## src/hdl/tarkf_pkg.sv

```systemverilog
package tarkf_pkg;

  // widths and formats
  localparam int DEF_DATA_WIDTH = 32;
  localparam int FIELD_W        = 32;
  localparam int COEF_W         = 32;
  localparam int CFG_DATA_W     = 64;
  localparam int CFG_ADDR_W     = 6;
  localparam int REG_ADDR_LSB   = 3;
  localparam int COEF_FRAC      = 22;
  localparam int PERIOD_FRAC    = 16;
  localparam logic [COEF_W-1:0] INV_PERIOD_RST = 32'd8388608;

  // microprogram length for one axis
  localparam int PROG_LEN = 21;
  localparam int PC_W     = $clog2(PROG_LEN);

  // register map
  typedef enum logic [2:0] {
    REG_ACCEL_ROW,
    REG_RATE_ROW,
    REG_INPUT_COEF,
    REG_ACCEL_GAIN,
    REG_RATE_GAIN,
    REG_BIAS_GAIN,
    REG_INV_PERIOD
  } reg_idx_t;

  typedef struct packed {
    logic [CFG_DATA_W-1:0] arow;
    logic [CFG_DATA_W-1:0] rrow;
    logic [CFG_DATA_W-1:0] incf;
    logic [CFG_DATA_W-1:0] kacc;
    logic [CFG_DATA_W-1:0] krate;
    logic [CFG_DATA_W-1:0] kbias;
    logic [COEF_W-1:0]     invp;
  } cfg_t;

  // micro-operations
  typedef enum logic [1:0] {
    OP_LOAD,
    OP_SUB,
    OP_MUL,
    OP_MAC
  } op_t;

  typedef enum logic [3:0] {
    SRC_ZERO,
    SRC_ACC,
    SRC_A,
    SRC_R,
    SRC_B,
    SRC_P,
    SRC_U,
    SRC_M,
    SRC_R1,
    SRC_A1,
    SRC_DIFF,
    SRC_EA,
    SRC_ER
  } src_t;

  typedef enum logic [3:0] {
    C_A11,
    C_A13,
    C_A21,
    C_A23,
    C_B11,
    C_B21,
    C_KAA,
    C_KAR,
    C_KRA,
    C_KRR,
    C_KBA,
    C_KBR,
    C_INVP
  } coef_sel_t;

  typedef enum logic [3:0] {
    DST_NONE,
    DST_R1,
    DST_A1,
    DST_DIFF,
    DST_EA,
    DST_ER,
    DST_A,
    DST_R,
    DST_B,
    DST_P
  } dst_t;

  typedef struct packed {
    op_t       op;
    src_t      src_a;
    src_t      src_b;
    coef_sel_t coef;
    dst_t      dst;
    logic      last;
  } uop_t;

  // datapath phase within one micro-operation
  typedef enum logic [2:0] {
    PH_IDLE,
    PH_EXEC,
    PH_MUL_LO,
    PH_MUL_HI,
    PH_MUL_COMB,
    PH_MUL_ACC
  } phase_t;

  typedef struct packed {
    logic   capture;
    logic   publish;
    logic   axis;
    phase_t phase;
    uop_t   uop;
  } dp_cmd_t;

  typedef enum logic [2:0] {
    ST_IDLE,
    ST_EXEC,
    ST_MUL_HI,
    ST_MUL_COMB,
    ST_MUL_ACC,
    ST_DONE
  } state_t;

  function automatic uop_t mk_uop(op_t op, src_t a, src_t b, coef_sel_t c, dst_t d,
                                  logic last);
    uop_t u;
    u = '{op: op, src_a: a, src_b: b, coef: c, dst: d, last: last};
    return u;
  endfunction

  // per-axis filter program
  function automatic uop_t ucode(logic [PC_W-1:0] pc);
    uop_t u;
    case (pc)
      // differenced measurement
      PC_W'(0):  u = mk_uop(OP_SUB,  SRC_M,    SRC_P,    C_A11,  DST_DIFF, 1'b0);
      // rate prediction
      PC_W'(1):  u = mk_uop(OP_LOAD, SRC_R,    SRC_ZERO, C_A11,  DST_NONE, 1'b0);
      PC_W'(2):  u = mk_uop(OP_MAC,  SRC_A,    SRC_ZERO, C_A21,  DST_NONE, 1'b0);
      PC_W'(3):  u = mk_uop(OP_MAC,  SRC_B,    SRC_ZERO, C_A23,  DST_NONE, 1'b0);
      PC_W'(4):  u = mk_uop(OP_MAC,  SRC_U,    SRC_ZERO, C_B21,  DST_R1,   1'b0);
      // acceleration prediction
      PC_W'(5):  u = mk_uop(OP_MUL,  SRC_A,    SRC_ZERO, C_A11,  DST_NONE, 1'b0);
      PC_W'(6):  u = mk_uop(OP_MAC,  SRC_B,    SRC_ZERO, C_A13,  DST_NONE, 1'b0);
      PC_W'(7):  u = mk_uop(OP_MAC,  SRC_U,    SRC_ZERO, C_B11,  DST_A1,   1'b0);
      // innovations
      PC_W'(8):  u = mk_uop(OP_MUL,  SRC_DIFF, SRC_ZERO, C_INVP, DST_NONE, 1'b0);
      PC_W'(9):  u = mk_uop(OP_SUB,  SRC_ACC,  SRC_A1,   C_A11,  DST_EA,   1'b0);
      PC_W'(10): u = mk_uop(OP_SUB,  SRC_M,    SRC_R1,   C_A11,  DST_ER,   1'b0);
      // acceleration correction
      PC_W'(11): u = mk_uop(OP_LOAD, SRC_A1,   SRC_ZERO, C_A11,  DST_NONE, 1'b0);
      PC_W'(12): u = mk_uop(OP_MAC,  SRC_EA,   SRC_ZERO, C_KAA,  DST_NONE, 1'b0);
      PC_W'(13): u = mk_uop(OP_MAC,  SRC_ER,   SRC_ZERO, C_KAR,  DST_A,    1'b0);
      // rate correction
      PC_W'(14): u = mk_uop(OP_LOAD, SRC_R1,   SRC_ZERO, C_A11,  DST_NONE, 1'b0);
      PC_W'(15): u = mk_uop(OP_MAC,  SRC_EA,   SRC_ZERO, C_KRA,  DST_NONE, 1'b0);
      PC_W'(16): u = mk_uop(OP_MAC,  SRC_ER,   SRC_ZERO, C_KRR,  DST_R,    1'b0);
      // bias correction
      PC_W'(17): u = mk_uop(OP_LOAD, SRC_B,    SRC_ZERO, C_A11,  DST_NONE, 1'b0);
      PC_W'(18): u = mk_uop(OP_MAC,  SRC_EA,   SRC_ZERO, C_KBA,  DST_NONE, 1'b0);
      PC_W'(19): u = mk_uop(OP_MAC,  SRC_ER,   SRC_ZERO, C_KBR,  DST_B,    1'b0);
      // keep measurement for next tick
      PC_W'(20): u = mk_uop(OP_LOAD, SRC_M,    SRC_ZERO, C_A11,  DST_P,    1'b1);
      default:   u = mk_uop(OP_LOAD, SRC_ZERO, SRC_ZERO, C_A11,  DST_NONE, 1'b1);
    endcase
    return u;
  endfunction

endpackage

```

## src/hdl/tarkf_if.sv

```systemverilog
interface tarkf_in_if import tarkf_pkg::*; ();
  logic                      valid;
  logic                      ready;
  logic signed [FIELD_W-1:0] roll_accel_command;
  logic signed [FIELD_W-1:0] pitch_accel_command;
  logic signed [FIELD_W-1:0] roll_rate_measured;
  logic signed [FIELD_W-1:0] pitch_rate_measured;

  modport source (
    output valid, roll_accel_command, pitch_accel_command,
    output roll_rate_measured, pitch_rate_measured,
    input  ready
  );
  modport sink (
    input  valid, roll_accel_command, pitch_accel_command,
    input  roll_rate_measured, pitch_rate_measured,
    output ready
  );
endinterface

interface tarkf_out_if import tarkf_pkg::*; ();
  logic                      valid;
  logic                      ready;
  logic signed [FIELD_W-1:0] roll_accel_estimate;
  logic signed [FIELD_W-1:0] roll_rate_estimate;
  logic signed [FIELD_W-1:0] pitch_accel_estimate;
  logic signed [FIELD_W-1:0] pitch_rate_estimate;

  modport source (
    output valid, roll_accel_estimate, roll_rate_estimate,
    output pitch_accel_estimate, pitch_rate_estimate,
    input  ready
  );
  modport sink (
    input  valid, roll_accel_estimate, roll_rate_estimate,
    input  pitch_accel_estimate, pitch_rate_estimate,
    output ready
  );
endinterface

```

## src/hdl/tarkf_regs.sv

```systemverilog
module tarkf_regs import tarkf_pkg::*; (
  input  logic                  clk,
  input  logic                  rst_n,
  input  logic                  cfg_psel,
  input  logic                  cfg_penable,
  input  logic                  cfg_pwrite,
  input  logic [CFG_ADDR_W-1:0] cfg_paddr,
  input  logic [CFG_DATA_W-1:0] cfg_pwdata,
  output logic [CFG_DATA_W-1:0] cfg_prdata,
  output logic                  cfg_pready,
  output cfg_t                  cfg
);

  cfg_t     cfg_r;
  reg_idx_t idx;
  logic     wr_en;

  assign idx        = reg_idx_t'(cfg_paddr[CFG_ADDR_W-1:REG_ADDR_LSB]);
  assign cfg_pready = 1'b1;
  assign wr_en      = cfg_psel & cfg_penable & cfg_pwrite & cfg_pready;
  assign cfg        = cfg_r;

  // register write
  always_ff @(posedge clk) begin
    if (!rst_n) begin
      cfg_r.arow  <= '0;
      cfg_r.rrow  <= '0;
      cfg_r.incf  <= '0;
      cfg_r.kacc  <= '0;
      cfg_r.krate <= '0;
      cfg_r.kbias <= '0;
      cfg_r.invp  <= INV_PERIOD_RST;
    end else if (wr_en) begin
      case (idx)
        REG_ACCEL_ROW:  cfg_r.arow  <= cfg_pwdata;
        REG_RATE_ROW:   cfg_r.rrow  <= cfg_pwdata;
        REG_INPUT_COEF: cfg_r.incf  <= cfg_pwdata;
        REG_ACCEL_GAIN: cfg_r.kacc  <= cfg_pwdata;
        REG_RATE_GAIN:  cfg_r.krate <= cfg_pwdata;
        REG_BIAS_GAIN:  cfg_r.kbias <= cfg_pwdata;
        REG_INV_PERIOD: cfg_r.invp  <= cfg_pwdata[COEF_W-1:0];
        default: ;
      endcase
    end
  end

  // register read
  always_comb begin
    case (idx)
      REG_ACCEL_ROW:  cfg_prdata = cfg_r.arow;
      REG_RATE_ROW:   cfg_prdata = cfg_r.rrow;
      REG_INPUT_COEF: cfg_prdata = cfg_r.incf;
      REG_ACCEL_GAIN: cfg_prdata = cfg_r.kacc;
      REG_RATE_GAIN:  cfg_prdata = cfg_r.krate;
      REG_BIAS_GAIN:  cfg_prdata = cfg_r.kbias;
      REG_INV_PERIOD: cfg_prdata = CFG_DATA_W'(cfg_r.invp);
      default:        cfg_prdata = '0;
    endcase
  end

endmodule

```

## src/hdl/tarkf_ctrl.sv

```systemverilog
module tarkf_ctrl import tarkf_pkg::*; (
  input  logic    clk,
  input  logic    rst_n,
  input  logic    in_valid,
  output logic    in_ready,
  output logic    out_valid,
  input  logic    out_ready,
  output dp_cmd_t cmd
);

  state_t          state_r, state_nxt;
  logic [PC_W-1:0] pc_r, pc_nxt;
  logic            axis_r, axis_nxt;
  logic            out_valid_r, out_valid_nxt;
  logic            advance;
  uop_t            uop;

  assign uop       = ucode(pc_r);
  assign out_valid = out_valid_r;

  // state register
  always_ff @(posedge clk) begin
    if (!rst_n) begin
      state_r     <= ST_IDLE;
      pc_r        <= '0;
      axis_r      <= 1'b0;
      out_valid_r <= 1'b0;
    end else begin
      state_r     <= state_nxt;
      pc_r        <= pc_nxt;
      axis_r      <= axis_nxt;
      out_valid_r <= out_valid_nxt;
    end
  end

  // sequencing and datapath commands
  always_comb begin
    state_nxt     = state_r;
    pc_nxt        = pc_r;
    axis_nxt      = axis_r;
    out_valid_nxt = out_valid_r;
    in_ready      = 1'b0;
    advance       = 1'b0;
    cmd           = '{capture: 1'b0, publish: 1'b0, axis: axis_r, phase: PH_IDLE, uop: uop};

    if (out_valid_r && out_ready) begin
      out_valid_nxt = 1'b0;
    end

    case (state_r)
      ST_IDLE: begin
        in_ready = 1'b1;
        if (in_valid) begin
          cmd.capture = 1'b1;
          pc_nxt      = '0;
          axis_nxt    = 1'b0;
          state_nxt   = ST_EXEC;
        end
      end
      ST_EXEC: begin
        if (uop.op == OP_MUL || uop.op == OP_MAC) begin
          cmd.phase = PH_MUL_LO;
          state_nxt = ST_MUL_HI;
        end else begin
          cmd.phase = PH_EXEC;
          advance   = 1'b1;
        end
      end
      ST_MUL_HI: begin
        cmd.phase = PH_MUL_HI;
        state_nxt = ST_MUL_COMB;
      end
      ST_MUL_COMB: begin
        cmd.phase = PH_MUL_COMB;
        state_nxt = ST_MUL_ACC;
      end
      ST_MUL_ACC: begin
        cmd.phase = PH_MUL_ACC;
        advance   = 1'b1;
      end
      ST_DONE: begin
        // hand over once the output register is free
        if (!out_valid_r || out_ready) begin
          cmd.publish   = 1'b1;
          out_valid_nxt = 1'b1;
          state_nxt     = ST_IDLE;
        end
      end
      default: state_nxt = ST_IDLE;
    endcase

    // step the program, roll axis then pitch axis
    if (advance) begin
      if (uop.last) begin
        if (!axis_r) begin
          axis_nxt  = 1'b1;
          pc_nxt    = '0;
          state_nxt = ST_EXEC;
        end else begin
          state_nxt = ST_DONE;
        end
      end else begin
        pc_nxt    = pc_r + 1'b1;
        state_nxt = ST_EXEC;
      end
    end
  end

endmodule

```

## src/hdl/tarkf_dp.sv

```systemverilog
module tarkf_dp import tarkf_pkg::*; #(
  parameter int DATA_WIDTH = DEF_DATA_WIDTH
) (
  input  logic                      clk,
  input  logic                      rst_n,
  input  dp_cmd_t                   cmd,
  input  cfg_t                      cfg,
  input  logic signed [FIELD_W-1:0] in_roll_cmd,
  input  logic signed [FIELD_W-1:0] in_pitch_cmd,
  input  logic signed [FIELD_W-1:0] in_roll_meas,
  input  logic signed [FIELD_W-1:0] in_pitch_meas,
  output logic signed [FIELD_W-1:0] out_roll_accel,
  output logic signed [FIELD_W-1:0] out_roll_rate,
  output logic signed [FIELD_W-1:0] out_pitch_accel,
  output logic signed [FIELD_W-1:0] out_pitch_rate
);

  localparam int DW   = DATA_WIDTH;
  localparam int LO_W = DW / 2;
  localparam int HI_W = DW - LO_W;
  localparam int MA_W = COEF_W + 1;
  localparam int MB_W = HI_W + 1;
  localparam int PR_W = MA_W + MB_W;
  localparam int FU_W = MA_W + DW + 1;
  localparam int XW   = (DW > FIELD_W) ? DW : FIELD_W;
  localparam longint DMAX = (64'sd1 <<< (DW - 1)) - 64'sd1;
  localparam longint DMIN = -DMAX - 64'sd1;
  localparam longint FMAX = (64'sd1 <<< (FIELD_W - 1)) - 64'sd1;
  localparam longint FMIN = -FMAX - 64'sd1;

  // per-axis state, index 0 roll, 1 pitch
  logic signed [DW-1:0] st_a_r [2];
  logic signed [DW-1:0] st_r_r [2];
  logic signed [DW-1:0] st_b_r [2];
  logic signed [DW-1:0] st_p_r [2];
  logic signed [DW-1:0] u_r    [2];
  logic signed [DW-1:0] m_r    [2];

  // working registers
  logic signed [DW-1:0]   acc_r, acc_nxt;
  logic signed [DW-1:0]   r1_r, a1_r, diff_r, ea_r, er_r;
  logic signed [DW-1:0]   prod_r, prod_nxt;
  logic signed [PR_W-1:0] lo_r, hi_r;

  logic signed [FIELD_W-1:0] out_ra_r, out_rr_r, out_pa_r, out_pr_r;

  logic                   ax;
  logic                   wr;
  logic signed [DW-1:0]   va, vb;
  logic signed [MA_W-1:0] coef;
  logic                   use_period;
  logic signed [MB_W-1:0] mul_b;
  logic signed [PR_W-1:0] mul_p;
  logic signed [FU_W-1:0] full, shq;

  function automatic logic signed [DW-1:0] sat_sum(logic signed [DW:0] s);
    logic signed [DW-1:0] r;
    if (s[DW] != s[DW-1]) begin
      r = s[DW] ? DW'(DMIN) : DW'(DMAX);
    end else begin
      r = s[DW-1:0];
    end
    return r;
  endfunction

  function automatic logic signed [DW-1:0] from_field(logic signed [FIELD_W-1:0] v);
    logic signed [XW-1:0] x;
    logic signed [DW-1:0] r;
    x = XW'(v);
    if (x > XW'(DMAX)) begin
      r = DW'(DMAX);
    end else if (x < XW'(DMIN)) begin
      r = DW'(DMIN);
    end else begin
      r = x[DW-1:0];
    end
    return r;
  endfunction

  function automatic logic signed [FIELD_W-1:0] to_field(logic signed [DW-1:0] v);
    logic signed [XW-1:0]      x;
    logic signed [FIELD_W-1:0] r;
    x = XW'(v);
    if (x > XW'(FMAX)) begin
      r = FIELD_W'(FMAX);
    end else if (x < XW'(FMIN)) begin
      r = FIELD_W'(FMIN);
    end else begin
      r = x[FIELD_W-1:0];
    end
    return r;
  endfunction

  function automatic logic signed [DW-1:0] src_val(src_t s);
    logic signed [DW-1:0] v;
    case (s)
      SRC_ACC:  v = acc_r;
      SRC_A:    v = st_a_r[ax];
      SRC_R:    v = st_r_r[ax];
      SRC_B:    v = st_b_r[ax];
      SRC_P:    v = st_p_r[ax];
      SRC_U:    v = u_r[ax];
      SRC_M:    v = m_r[ax];
      SRC_R1:   v = r1_r;
      SRC_A1:   v = a1_r;
      SRC_DIFF: v = diff_r;
      SRC_EA:   v = ea_r;
      SRC_ER:   v = er_r;
      default:  v = '0;
    endcase
    return v;
  endfunction

  assign ax = cmd.axis;

  // operand select
  always_comb begin
    va = src_val(cmd.uop.src_a);
    vb = src_val(cmd.uop.src_b);
  end

  // coefficient select, Q10.22 words sign extended, period zero extended
  always_comb begin
    use_period = 1'b0;
    case (cmd.uop.coef)
      C_A11:   coef = MA_W'($signed(cfg.arow[63:32]));
      C_A13:   coef = MA_W'($signed(cfg.arow[31:0]));
      C_A21:   coef = MA_W'($signed(cfg.rrow[63:32]));
      C_A23:   coef = MA_W'($signed(cfg.rrow[31:0]));
      C_B11:   coef = MA_W'($signed(cfg.incf[63:32]));
      C_B21:   coef = MA_W'($signed(cfg.incf[31:0]));
      C_KAA:   coef = MA_W'($signed(cfg.kacc[63:32]));
      C_KAR:   coef = MA_W'($signed(cfg.kacc[31:0]));
      C_KRA:   coef = MA_W'($signed(cfg.krate[63:32]));
      C_KRR:   coef = MA_W'($signed(cfg.krate[31:0]));
      C_KBA:   coef = MA_W'($signed(cfg.kbias[63:32]));
      C_KBR:   coef = MA_W'($signed(cfg.kbias[31:0]));
      C_INVP: begin
        coef       = MA_W'({1'b0, cfg.invp});
        use_period = 1'b1;
      end
      default: coef = '0;
    endcase
  end

  // shared multiplier, low half of the operand then high half
  always_comb begin
    if (cmd.phase == PH_MUL_HI) begin
      mul_b = MB_W'($signed(va[DW-1:LO_W]));
    end else begin
      mul_b = MB_W'(va[LO_W-1:0]);
    end
  end

  assign mul_p = coef * mul_b;

  // recombine halves, floor shift, saturate
  always_comb begin
    full = (FU_W'(hi_r) <<< LO_W) + FU_W'(lo_r);
    shq  = use_period ? (full >>> PERIOD_FRAC) : (full >>> COEF_FRAC);
    if (shq > FU_W'(DMAX)) begin
      prod_nxt = DW'(DMAX);
    end else if (shq < FU_W'(DMIN)) begin
      prod_nxt = DW'(DMIN);
    end else begin
      prod_nxt = shq[DW-1:0];
    end
  end

  // accumulator update
  always_comb begin
    acc_nxt = acc_r;
    wr      = 1'b0;
    case (cmd.phase)
      PH_EXEC: begin
        wr = 1'b1;
        case (cmd.uop.op)
          OP_SUB:  acc_nxt = sat_sum((DW + 1)'(va) - (DW + 1)'(vb));
          default: acc_nxt = va;
        endcase
      end
      PH_MUL_ACC: begin
        wr = 1'b1;
        if (cmd.uop.op == OP_MAC) begin
          acc_nxt = sat_sum((DW + 1)'(acc_r) + (DW + 1)'(prod_r));
        end else begin
          acc_nxt = prod_r;
        end
      end
      default: ;
    endcase
  end

  // filter state
  always_ff @(posedge clk) begin
    if (!rst_n) begin
      for (int i = 0; i < 2; i++) begin
        st_a_r[i] <= '0;
        st_r_r[i] <= '0;
        st_b_r[i] <= '0;
        st_p_r[i] <= '0;
      end
    end else if (wr) begin
      case (cmd.uop.dst)
        DST_A:   st_a_r[ax] <= acc_nxt;
        DST_R:   st_r_r[ax] <= acc_nxt;
        DST_B:   st_b_r[ax] <= acc_nxt;
        DST_P:   st_p_r[ax] <= acc_nxt;
        default: ;
      endcase
    end
  end

  // working registers and scratch values
  always_ff @(posedge clk) begin
    if (wr) begin
      acc_r <= acc_nxt;
      case (cmd.uop.dst)
        DST_R1:   r1_r   <= acc_nxt;
        DST_A1:   a1_r   <= acc_nxt;
        DST_DIFF: diff_r <= acc_nxt;
        DST_EA:   ea_r   <= acc_nxt;
        DST_ER:   er_r   <= acc_nxt;
        default: ;
      endcase
    end
    if (cmd.phase == PH_MUL_LO) begin
      lo_r <= mul_p;
    end
    if (cmd.phase == PH_MUL_HI) begin
      hi_r <= mul_p;
    end
    if (cmd.phase == PH_MUL_COMB) begin
      prod_r <= prod_nxt;
    end
  end

  // input capture
  always_ff @(posedge clk) begin
    if (cmd.capture) begin
      u_r[0] <= from_field(in_roll_cmd);
      u_r[1] <= from_field(in_pitch_cmd);
      m_r[0] <= from_field(in_roll_meas);
      m_r[1] <= from_field(in_pitch_meas);
    end
  end

  // output register
  always_ff @(posedge clk) begin
    if (cmd.publish) begin
      out_ra_r <= to_field(st_a_r[0]);
      out_rr_r <= to_field(st_r_r[0]);
      out_pa_r <= to_field(st_a_r[1]);
      out_pr_r <= to_field(st_r_r[1]);
    end
  end

  assign out_roll_accel  = out_ra_r;
  assign out_roll_rate   = out_rr_r;
  assign out_pitch_accel = out_pa_r;
  assign out_pitch_rate  = out_pr_r;

endmodule

```

## src/hdl/two_axis_rate_kalman_filter_top.sv

```systemverilog
// channel   role     handshake        payload
// in_ch     sink     valid / ready    commands and measured rates, 4 x Q16.16
// out_ch    source   valid / ready    acceleration and rate estimates, 4 x Q16.16
// cfg_*     slave    psel / penable   seven coefficient registers, 64-bit data
//
// one transaction runs two passes of a 21-step program through the datapath; 13 steps
// use the single shared multiplier and pass through low half, high half, recombine
// and accumulate in turn, and the other 8 steps execute without the multiplier
// rst_n is synchronous; it clears the filter state and loads register defaults
// the next input is taken once the result sits in the output register; a result
// held by a stalled sink only delays the hand-over of the following one
module two_axis_rate_kalman_filter_top import tarkf_pkg::*; #(
  parameter int DATA_WIDTH = DEF_DATA_WIDTH
) (
  input  logic                  clk,
  input  logic                  rst_n,
  tarkf_in_if.sink              in_ch,
  tarkf_out_if.source           out_ch,
  input  logic                  cfg_psel,
  input  logic                  cfg_penable,
  input  logic                  cfg_pwrite,
  input  logic [CFG_ADDR_W-1:0] cfg_paddr,
  input  logic [CFG_DATA_W-1:0] cfg_pwdata,
  output logic [CFG_DATA_W-1:0] cfg_prdata,
  output logic                  cfg_pready
);

  cfg_t    cfg;
  dp_cmd_t cmd;

  // configuration registers
  tarkf_regs u_regs (
    .clk         (clk),
    .rst_n       (rst_n),
    .cfg_psel    (cfg_psel),
    .cfg_penable (cfg_penable),
    .cfg_pwrite  (cfg_pwrite),
    .cfg_paddr   (cfg_paddr),
    .cfg_pwdata  (cfg_pwdata),
    .cfg_prdata  (cfg_prdata),
    .cfg_pready  (cfg_pready),
    .cfg         (cfg)
  );

  // sequencer
  tarkf_ctrl u_ctrl (
    .clk       (clk),
    .rst_n     (rst_n),
    .in_valid  (in_ch.valid),
    .in_ready  (in_ch.ready),
    .out_valid (out_ch.valid),
    .out_ready (out_ch.ready),
    .cmd       (cmd)
  );

  // arithmetic and state
  tarkf_dp #(
    .DATA_WIDTH (DATA_WIDTH)
  ) u_dp (
    .clk             (clk),
    .rst_n           (rst_n),
    .cmd             (cmd),
    .cfg             (cfg),
    .in_roll_cmd     (in_ch.roll_accel_command),
    .in_pitch_cmd    (in_ch.pitch_accel_command),
    .in_roll_meas    (in_ch.roll_rate_measured),
    .in_pitch_meas   (in_ch.pitch_rate_measured),
    .out_roll_accel  (out_ch.roll_accel_estimate),
    .out_roll_rate   (out_ch.roll_rate_estimate),
    .out_pitch_accel (out_ch.pitch_accel_estimate),
    .out_pitch_rate  (out_ch.pitch_rate_estimate)
  );

endmodule

```

## src/flat_wrapper.sv

```systemverilog
// flat-port wrapper written by rule: the top's interface ports become plain ports
module two_axis_rate_kalman_filter_top_flat import tarkf_pkg::*;
#(
  parameter int DATA_WIDTH = DEF_DATA_WIDTH
)
  (clk, rst_n, cfg_psel, cfg_penable, cfg_pwrite, cfg_paddr, cfg_pwdata, cfg_prdata, cfg_pready, in_ch_valid, in_ch_roll_accel_command, in_ch_pitch_accel_command, in_ch_roll_rate_measured, in_ch_pitch_rate_measured, in_ch_ready, out_ch_valid, out_ch_roll_accel_estimate, out_ch_roll_rate_estimate, out_ch_pitch_accel_estimate, out_ch_pitch_rate_estimate, out_ch_ready);
  tarkf_in_if in_ch_i ();
  tarkf_out_if out_ch_i ();
  input  logic clk;
  input  logic rst_n;
  input  logic cfg_psel;
  input  logic cfg_penable;
  input  logic cfg_pwrite;
  input  logic [CFG_ADDR_W-1:0] cfg_paddr;
  input  logic [CFG_DATA_W-1:0] cfg_pwdata;
  output logic [CFG_DATA_W-1:0] cfg_prdata;
  output logic cfg_pready;
  input wire logic [$bits(in_ch_i.valid)-1:0] in_ch_valid;
  input wire logic [$bits(in_ch_i.roll_accel_command)-1:0] in_ch_roll_accel_command;
  input wire logic [$bits(in_ch_i.pitch_accel_command)-1:0] in_ch_pitch_accel_command;
  input wire logic [$bits(in_ch_i.roll_rate_measured)-1:0] in_ch_roll_rate_measured;
  input wire logic [$bits(in_ch_i.pitch_rate_measured)-1:0] in_ch_pitch_rate_measured;
  output wire logic [$bits(in_ch_i.ready)-1:0] in_ch_ready;
  output wire logic [$bits(out_ch_i.valid)-1:0] out_ch_valid;
  output wire logic [$bits(out_ch_i.roll_accel_estimate)-1:0] out_ch_roll_accel_estimate;
  output wire logic [$bits(out_ch_i.roll_rate_estimate)-1:0] out_ch_roll_rate_estimate;
  output wire logic [$bits(out_ch_i.pitch_accel_estimate)-1:0] out_ch_pitch_accel_estimate;
  output wire logic [$bits(out_ch_i.pitch_rate_estimate)-1:0] out_ch_pitch_rate_estimate;
  input wire logic [$bits(out_ch_i.ready)-1:0] out_ch_ready;
  assign in_ch_i.valid = in_ch_valid;
  assign in_ch_i.roll_accel_command = in_ch_roll_accel_command;
  assign in_ch_i.pitch_accel_command = in_ch_pitch_accel_command;
  assign in_ch_i.roll_rate_measured = in_ch_roll_rate_measured;
  assign in_ch_i.pitch_rate_measured = in_ch_pitch_rate_measured;
  assign in_ch_ready = in_ch_i.ready;
  assign out_ch_valid = out_ch_i.valid;
  assign out_ch_roll_accel_estimate = out_ch_i.roll_accel_estimate;
  assign out_ch_roll_rate_estimate = out_ch_i.roll_rate_estimate;
  assign out_ch_pitch_accel_estimate = out_ch_i.pitch_accel_estimate;
  assign out_ch_pitch_rate_estimate = out_ch_i.pitch_rate_estimate;
  assign out_ch_i.ready = out_ch_ready;
  two_axis_rate_kalman_filter_top #(.DATA_WIDTH(DATA_WIDTH)) u_core (.clk(clk), .rst_n(rst_n), .in_ch(in_ch_i), .out_ch(out_ch_i), .cfg_psel(cfg_psel), .cfg_penable(cfg_penable), .cfg_pwrite(cfg_pwrite), .cfg_paddr(cfg_paddr), .cfg_pwdata(cfg_pwdata), .cfg_prdata(cfg_prdata), .cfg_pready(cfg_pready));
endmodule
```

## config.mk

```make
export PLATFORM = sky130hd
export DESIGN_NAME = two_axis_rate_kalman_filter_top_flat
export DESIGN_NICKNAME = d
export VERILOG_FILES = /design/src/hdl/tarkf_pkg.sv /design/src/hdl/tarkf_if.sv /design/src/hdl/tarkf_regs.sv /design/src/hdl/tarkf_ctrl.sv /design/src/hdl/tarkf_dp.sv /design/src/hdl/two_axis_rate_kalman_filter_top.sv /design/src/flat_wrapper.sv
export SDC_FILE = /design/constraint.sdc
export NUM_CORES = 2
export LEC_CHECK = 0
export BUFFER_PORTS_ARGS = -buffer_cell sky130_fd_sc_hd__buf_2
export CELL_PAD_IN_SITES_DETAIL_PLACEMENT = 2
export CELL_PAD_IN_SITES_GLOBAL_PLACEMENT = 2
export CORE_MARGIN = 2
export CORE_UTILIZATION = 41
export CTS_CLUSTER_DIAMETER = 50
export CTS_CLUSTER_SIZE = 12
export DETAILED_ROUTE_END_ITERATION = 10
export GPL_ROUTABILITY_DRIVEN = 0
export PLACE_DENSITY = 0.87
export SLEW_MARGIN = 20
export SYNTH_ARGS = -nofsm -noshare
export SYNTH_HDL_FRONTEND = slang
export SYNTH_SLANG_ARGS = --single-unit
```

## constraint.sdc

```tcl
create_clock -name clk -period 12.57 [get_ports clk]
set_input_delay 0 -clock clk [delete_from_list [all_inputs] [get_ports clk]]
set_output_delay 0 -clock clk [all_outputs]
set_load 0.01 [all_outputs]
```

==> impl_metrics.ini, run 1 <==
[outcome]
run_status = did not finish
stage_at_which_the_run_stopped = clock tree synthesis (4_1_cts)
firstError = [ERROR DPL-0033] detailed placement checks failed during check placement.

[logic_synthesis]
yosys_register_bits = 1265
syn_inst = 8377
average_cell_area_after_synthesis_um2 = 9.68
share_of_synthesized_cell_area_in_full_adder_half_adder_and_majority_cells = 0.170
synthesis.nets = 9359
synthDistinctLibCells = 92
post_synth_mux_area_share = 0.0273
synth_compound_gate_area_share = 0.168
yosysWarnings = 0
synth_edf_count = 820
synth_area_um2 = 81100
synth_async_sr_flop_share = 0
area_share_of_xor_xnor_cells_in_the_synthesized_design = 0.0149
combinational_family_with_the_most_area_after_synthesis = adder cells
synth-simple-area-share = 0.141
synth.yosys.seq_area_share = 0.413
ys_dominant_reg_cell = sky130_fd_sc_hd__edfxtp_1

[clock_tree]
cts_buffer_depth = 3
ctsHtreeMaxLevel = 4
tritoncts.num_buffers = 157
cts_resized = 0
post_cts_buffers = 0
clkSinkCount = 1265
post_cts_hold_buffer_count = 331
cts_root_buffer = sky130_fd_sc_hd__clkbuf_16

[floorplan]
die_y_um = 449
ioPinCount = 400
rows = 163
chipWidth_um = 449
floorplan.initialDensity = 0.412

[place]
dp.final_hpwl_mm = 286
setup_slack_placement_ns = 0.774
placed_cell_area_um2 = 85200
port_buffers = 395
==> synth_stat cells, types with 53 or more instances <==
cell / instances / share of area
sky130_fd_sc_hd__nand4_1: 59 / 0.0045
sky130_fd_sc_hd__a21oi_1: 220 / 0.014
sky130_fd_sc_hd__mux2_2: 66 / 0.0092
sky130_fd_sc_hd__ha_1: 237 / 0.037
sky130_fd_sc_hd__buf_1: 72 / 0.0033
sky130_fd_sc_hd__o21ai_0: 236 / 0.015
sky130_fd_sc_hd__inv_1: 633 / 0.029
sky130_fd_sc_hd__edfxtp_1: 820 / 0.30
sky130_fd_sc_hd__nor2b_1: 61 / 0.0047
sky130_fd_sc_hd__a22oi_1: 340 / 0.031
sky130_fd_sc_hd__mux2i_1: 140 / 0.017
sky130_fd_sc_hd__nor3_1: 59 / 0.0036
sky130_fd_sc_hd__dfxtp_1: 445 / 0.11
sky130_fd_sc_hd__fa_1: 540 / 0.13
sky130_fd_sc_hd__xnor2_1: 93 / 0.010
sky130_fd_sc_hd__clkbuf_1: 657 / 0.030
sky130_fd_sc_hd__nor2_1: 828 / 0.038
sky130_fd_sc_hd__o22ai_1: 53 / 0.0041
sky130_fd_sc_hd__nand2b_1: 73 / 0.0056
sky130_fd_sc_hd__a21o_1: 96 / 0.0089
sky130_fd_sc_hd__a221oi_1: 120 / 0.013
sky130_fd_sc_hd__nand2_1: 1314 / 0.061
sky130_fd_sc_hd__and3_1: 58 / 0.0045
sky130_fd_sc_hd__nand3_1: 100 / 0.0062
sky130_fd_sc_hd__a21boi_0: 422 / 0.039
==> cells by family after synthesis <==
group,after synthesis
AO/OA/AOI/OAI,1889
XOR/XNOR,138
adder cells (fa/ha/maj),777
buffers and inverters,1403
flip-flops,1265
multiplexers,209
other,1
AND/OR/NAND/NOR,2695
==> metrics by stage <==
stage / util / std cells
after floorplan: - / 8377
after global placement: 0.433 / 10821
after detailed placement: 0.433 / 10821
==> inputs of run 2 (changes only) <==
--- a/config.mk
+++ b/config.mk
@@ -6,15 +6,11 @@
 export NUM_CORES = 2
 export LEC_CHECK = 0
 export BUFFER_PORTS_ARGS = -buffer_cell sky130_fd_sc_hd__buf_2
-export CELL_PAD_IN_SITES_DETAIL_PLACEMENT = 2
-export CELL_PAD_IN_SITES_GLOBAL_PLACEMENT = 2
 export CORE_MARGIN = 2
-export CORE_UTILIZATION = 41
-export CTS_CLUSTER_DIAMETER = 50
-export CTS_CLUSTER_SIZE = 12
+export CORE_UTILIZATION = 30
 export DETAILED_ROUTE_END_ITERATION = 10
 export GPL_ROUTABILITY_DRIVEN = 0
-export PLACE_DENSITY = 0.87
+export PLACE_DENSITY_LB_ADDON = 0.15
 export SLEW_MARGIN = 20
 export SYNTH_ARGS = -nofsm -noshare
 export SYNTH_HDL_FRONTEND = slang
==> run 2 against run 1 <==
Effect of this change:
- the run now ends clean
- area after synthesis is the same
- synthesized cell count is the same
==> impl_metrics.ini, run 2 <==
[grt]
wire_length_of_the_first_global_routing_pass_mm = 478
antenna_found_initial = 26
via_count_of_the_first_global_routing_pass = 67848
globalRouteOverflowTotal = 0
pin_count_of_the_biggest_net_entering_global_routing = 109
groute.usage.overall = 0.237

[logic_synthesis]
synth.top_cell.area_share = 0.304
synth_async_sr_flop_share = 0
yosysWarnings = 0
synth_edf_count = 820
synth_area_um2 = 81100
average_cell_area_after_synthesis_um2 = 9.68
synth_area_leader_cell = sky130_fd_sc_hd__edfxtp_1
synthesis.nets = 9359
synth_top_cells_by_count = 1314 x sky130_fd_sc_hd__nand2_1, 828 x sky130_fd_sc_hd__nor2_1, 820 x sky130_fd_sc_hd__edfxtp_1
yosys_register_bits = 1265
syn_inst = 8377
ys_top_cells_by_area = sky130_fd_sc_hd__edfxtp_1 30%, sky130_fd_sc_hd__fa_1 13%, sky130_fd_sc_hd__dfxtp_1 11%
synth.yosys.seq_area_share = 0.413
synthDistinctLibCells = 92
most_numerous_cell_in_the_yosys_netlist = sky130_fd_sc_hd__nand2_1
ys_dominant_reg_cell = sky130_fd_sc_hd__edfxtp_1

[cells_and_area]
final_cell_count_no_fill = 12372
final_net_count = 9679
leading_cell_types_in_the_layout_fill_and_taps_excluded = 1303 x sky130_fd_sc_hd__nand2_1, 820 x sky130_fd_sc_hd__edfxtp_1, 814 x sky130_fd_sc_hd__nor2_1
layout-area-overhead-vs-synth_pct = 17.0
final_layout_size_suffix_gt1_frac = 0.119
layout_commonest_cell = sky130_fd_sc_hd__nand2_1
number_of_flip_flops_under_the_largest_register_name = 416
fillers = 27059

[setup_path]
worstSetupStartpointType = flop
critical_path_fanout_max = 25
timing.rr.start = u_core.u_ctrl.uop[13]$_DFF_P_
cp-startpoint = u_core.u_ctrl.uop[13]$_DFF_P_
delay_contributed_by_the_slowest_stage_of_the_critical_path_ns = 0.70
setup.reg_to_reg.worst_slack_ns = 1.53
critPathCapture = u_core.u_dp.hi_r[49]$_DFFE_PP_
most_used_cell_along_the_critical_path = sky130_fd_sc_hd__fa_1
rr_endpoint = u_core.u_dp.hi_r[49]$_DFFE_PP_
r2r.worst_path.cells = 31
worst-endpoint-arrival_ns = 11.54
crit_type = flop to flop
cp_slowest_cell = sky130_fd_sc_hd__or3_1
worst_setup_path_end_kind = flop
worst-endpoint-required_ns = 13.07

[clock_tree]
cts_root_buffer = sky130_fd_sc_hd__clkbuf_16
cts_resized = 0
cts_tree = yes
cts_buffer_depth = 4
clkSinkCount = 1265
post_cts_buffers = 0
tritoncts.num_buffers = 156
ctsHtreeMaxLevel = 4
path_clk_slew_ns = 0.06
clock_insertion_delay_worst_skew_ns = 0.86

[hold_path]
timing.hold.worst.start = cfg_pwdata[7]
min-delay-path-class = input pin to flop

[routing]
first_iter_violations = 6449
route.final.wire_length_mm = 333
detail_route.vias_per_cell = 5.36
detail-route-antenna-nets = 0
detailroute.via_count = 66342
post-route-drc-count = 0
drt_pass1_iterations = 6
detail_route.wl_per_cell_um = 26.9

[floorplan]
die_y_um = 524
ioPinCount = 400
chipWidth_um = 524
std_cell_core_area_um2 = 268000
die_footprint_um2 = 275000
rows = 190
floorplan.initialDensity = 0.302

[sta]
post-route-period-util = 0.878
clock.fmax_ghz = 0.0906
finalSetupViolCount = 0
clock_skew_ns = 0.109
report.final.hold_viol_count = 0
tns_ns = 0
worst_slew_pin_slew_ns = 1.18
timing.max_slew.rel_slack = 0.208
timing.final.crit_period_ns = 11.04
rsz_0062_raised_after_global_routing = no
finalMaxSlewViolations = 0

[outcome]
run_status = completed

[place]
dp.final_hpwl_mm = 233
port_buffers = 395
placed_cells_incl_taps = 11755

[power]
worst_ir_drop_vdd_mv = 0.168
power.density_cell_area_nw_per_um2 = 151
power_leakage_nw = 37.4

[flow_run]
cap_violations = 0
## run 2: cell counts after synthesis
No cell type changed its count.
## run 2: routing by layer
metal | global-route usage | wire (um) | part of all wire | vias up
met3 | 0.0326 | 20100 | 0.060 | 627
met1 | 0.296 | 136000 | 0.41 | 33671
met4 | 0.105 | 16000 | 0.048 | 28
li1 | - | - | - | 29464
met5 | 0 | 165 | 0.00050 | -
met2 | 0.407 | 161000 | 0.48 | 2552
## run 2: final cells by class
cell class	instances	area, um2	share of cell area
inverters	633	2380	0.0250
flip-flops and latches	1265	33500	0.353
well taps	3552	4440	0.0468
clock buffers	212	4380	0.0461
repair buffers	932	6910	0.0728
clock inverters	61	596	0.00627
multi-input cells	5709	42700	0.450
diodes	8	20.0	0.000211
## run 2: how the worst min path moves through the flow
stage                                                      end  slack [ns]  cells past startpoint
after floorplan             u_core.u_regs.cfg[23]$_SDFFE_PN1P_        0.12                      2
after global placement    u_core.u_dp.u_r[1][17]$_SDFFCE_PN1P_        0.18                      1
after detailed placement  u_core.u_dp.u_r[0][15]$_SDFFCE_PN1P_        0.18                      1
after CTS                  u_core.u_regs.cfg[110]$_SDFFE_PN0P_     0.00003                      4
after global routing        u_core.u_regs.cfg[40]$_SDFFE_PN0P_        0.04                      4
final                      u_core.u_regs.cfg[359]$_SDFFE_PN0P_        0.04                      4
## run 2: logic make-up (layout without fill, tap and decap cells)
family	after synthesis	count (layout)	synth area share
AOI/OAI and AO/OA	1889	1889	0.168
xor gates and xnor gates	138	138	0.0149
adders and majority gates	777	777	0.170
buffers and inverters	1403	1838	0.0658
DFF	1265	1265	0.413
muxes	209	209	0.0273
other	1	9	0.0000462
and+or+nand+nor	2695	2695	0.141
## run 2: timing repair
item	in CTS	in global routing
endpoints found under the hold margin	568	0
setup endpoints to repair	0	0
hold buffers	336	0
## run 2: critical path, delay by kind of cell, from the launching register on
kind | cells | cell delay [ns]
flops | 1 | 0.48
compound gates | 10 | 3.18
fa+ha+maj | 7 | 3.40
buf+inv | 6 | 0.99
simple gates | 8 | 2.62
## run 2: per-stage QoR
step | instance area, um2 | total power (W) | hold slack [ns] | utilization | worst slack [ns]
floorplan | 81100 | 0.00796 | 0.124 | - | 2.60
global placement | 86600 | 0.00971 | 0.179 | 0.323 | 1.55
detailed placement | 86600 | 0.00974 | 0.178 | 0.323 | 1.50
CTS | 94900 | 0.0143 | 0.0000335 | 0.354 | 1.40
global route | 94900 | 0.0149 | 0.0403 | 0.354 | 0.958
finish | 94900 | 0.0143 | 0.0405 | 0.354 | 1.53
## run 2: power by group
group          total [W]  switching [W]  internal [W]
clock            0.00449        0.00188       0.00261
sequential       0.00524       0.000242       0.00500
combinational    0.00457        0.00321       0.00136
total             0.0143        0.00533       0.00897
No activity file was read; power rests on OpenSTA's default activity.
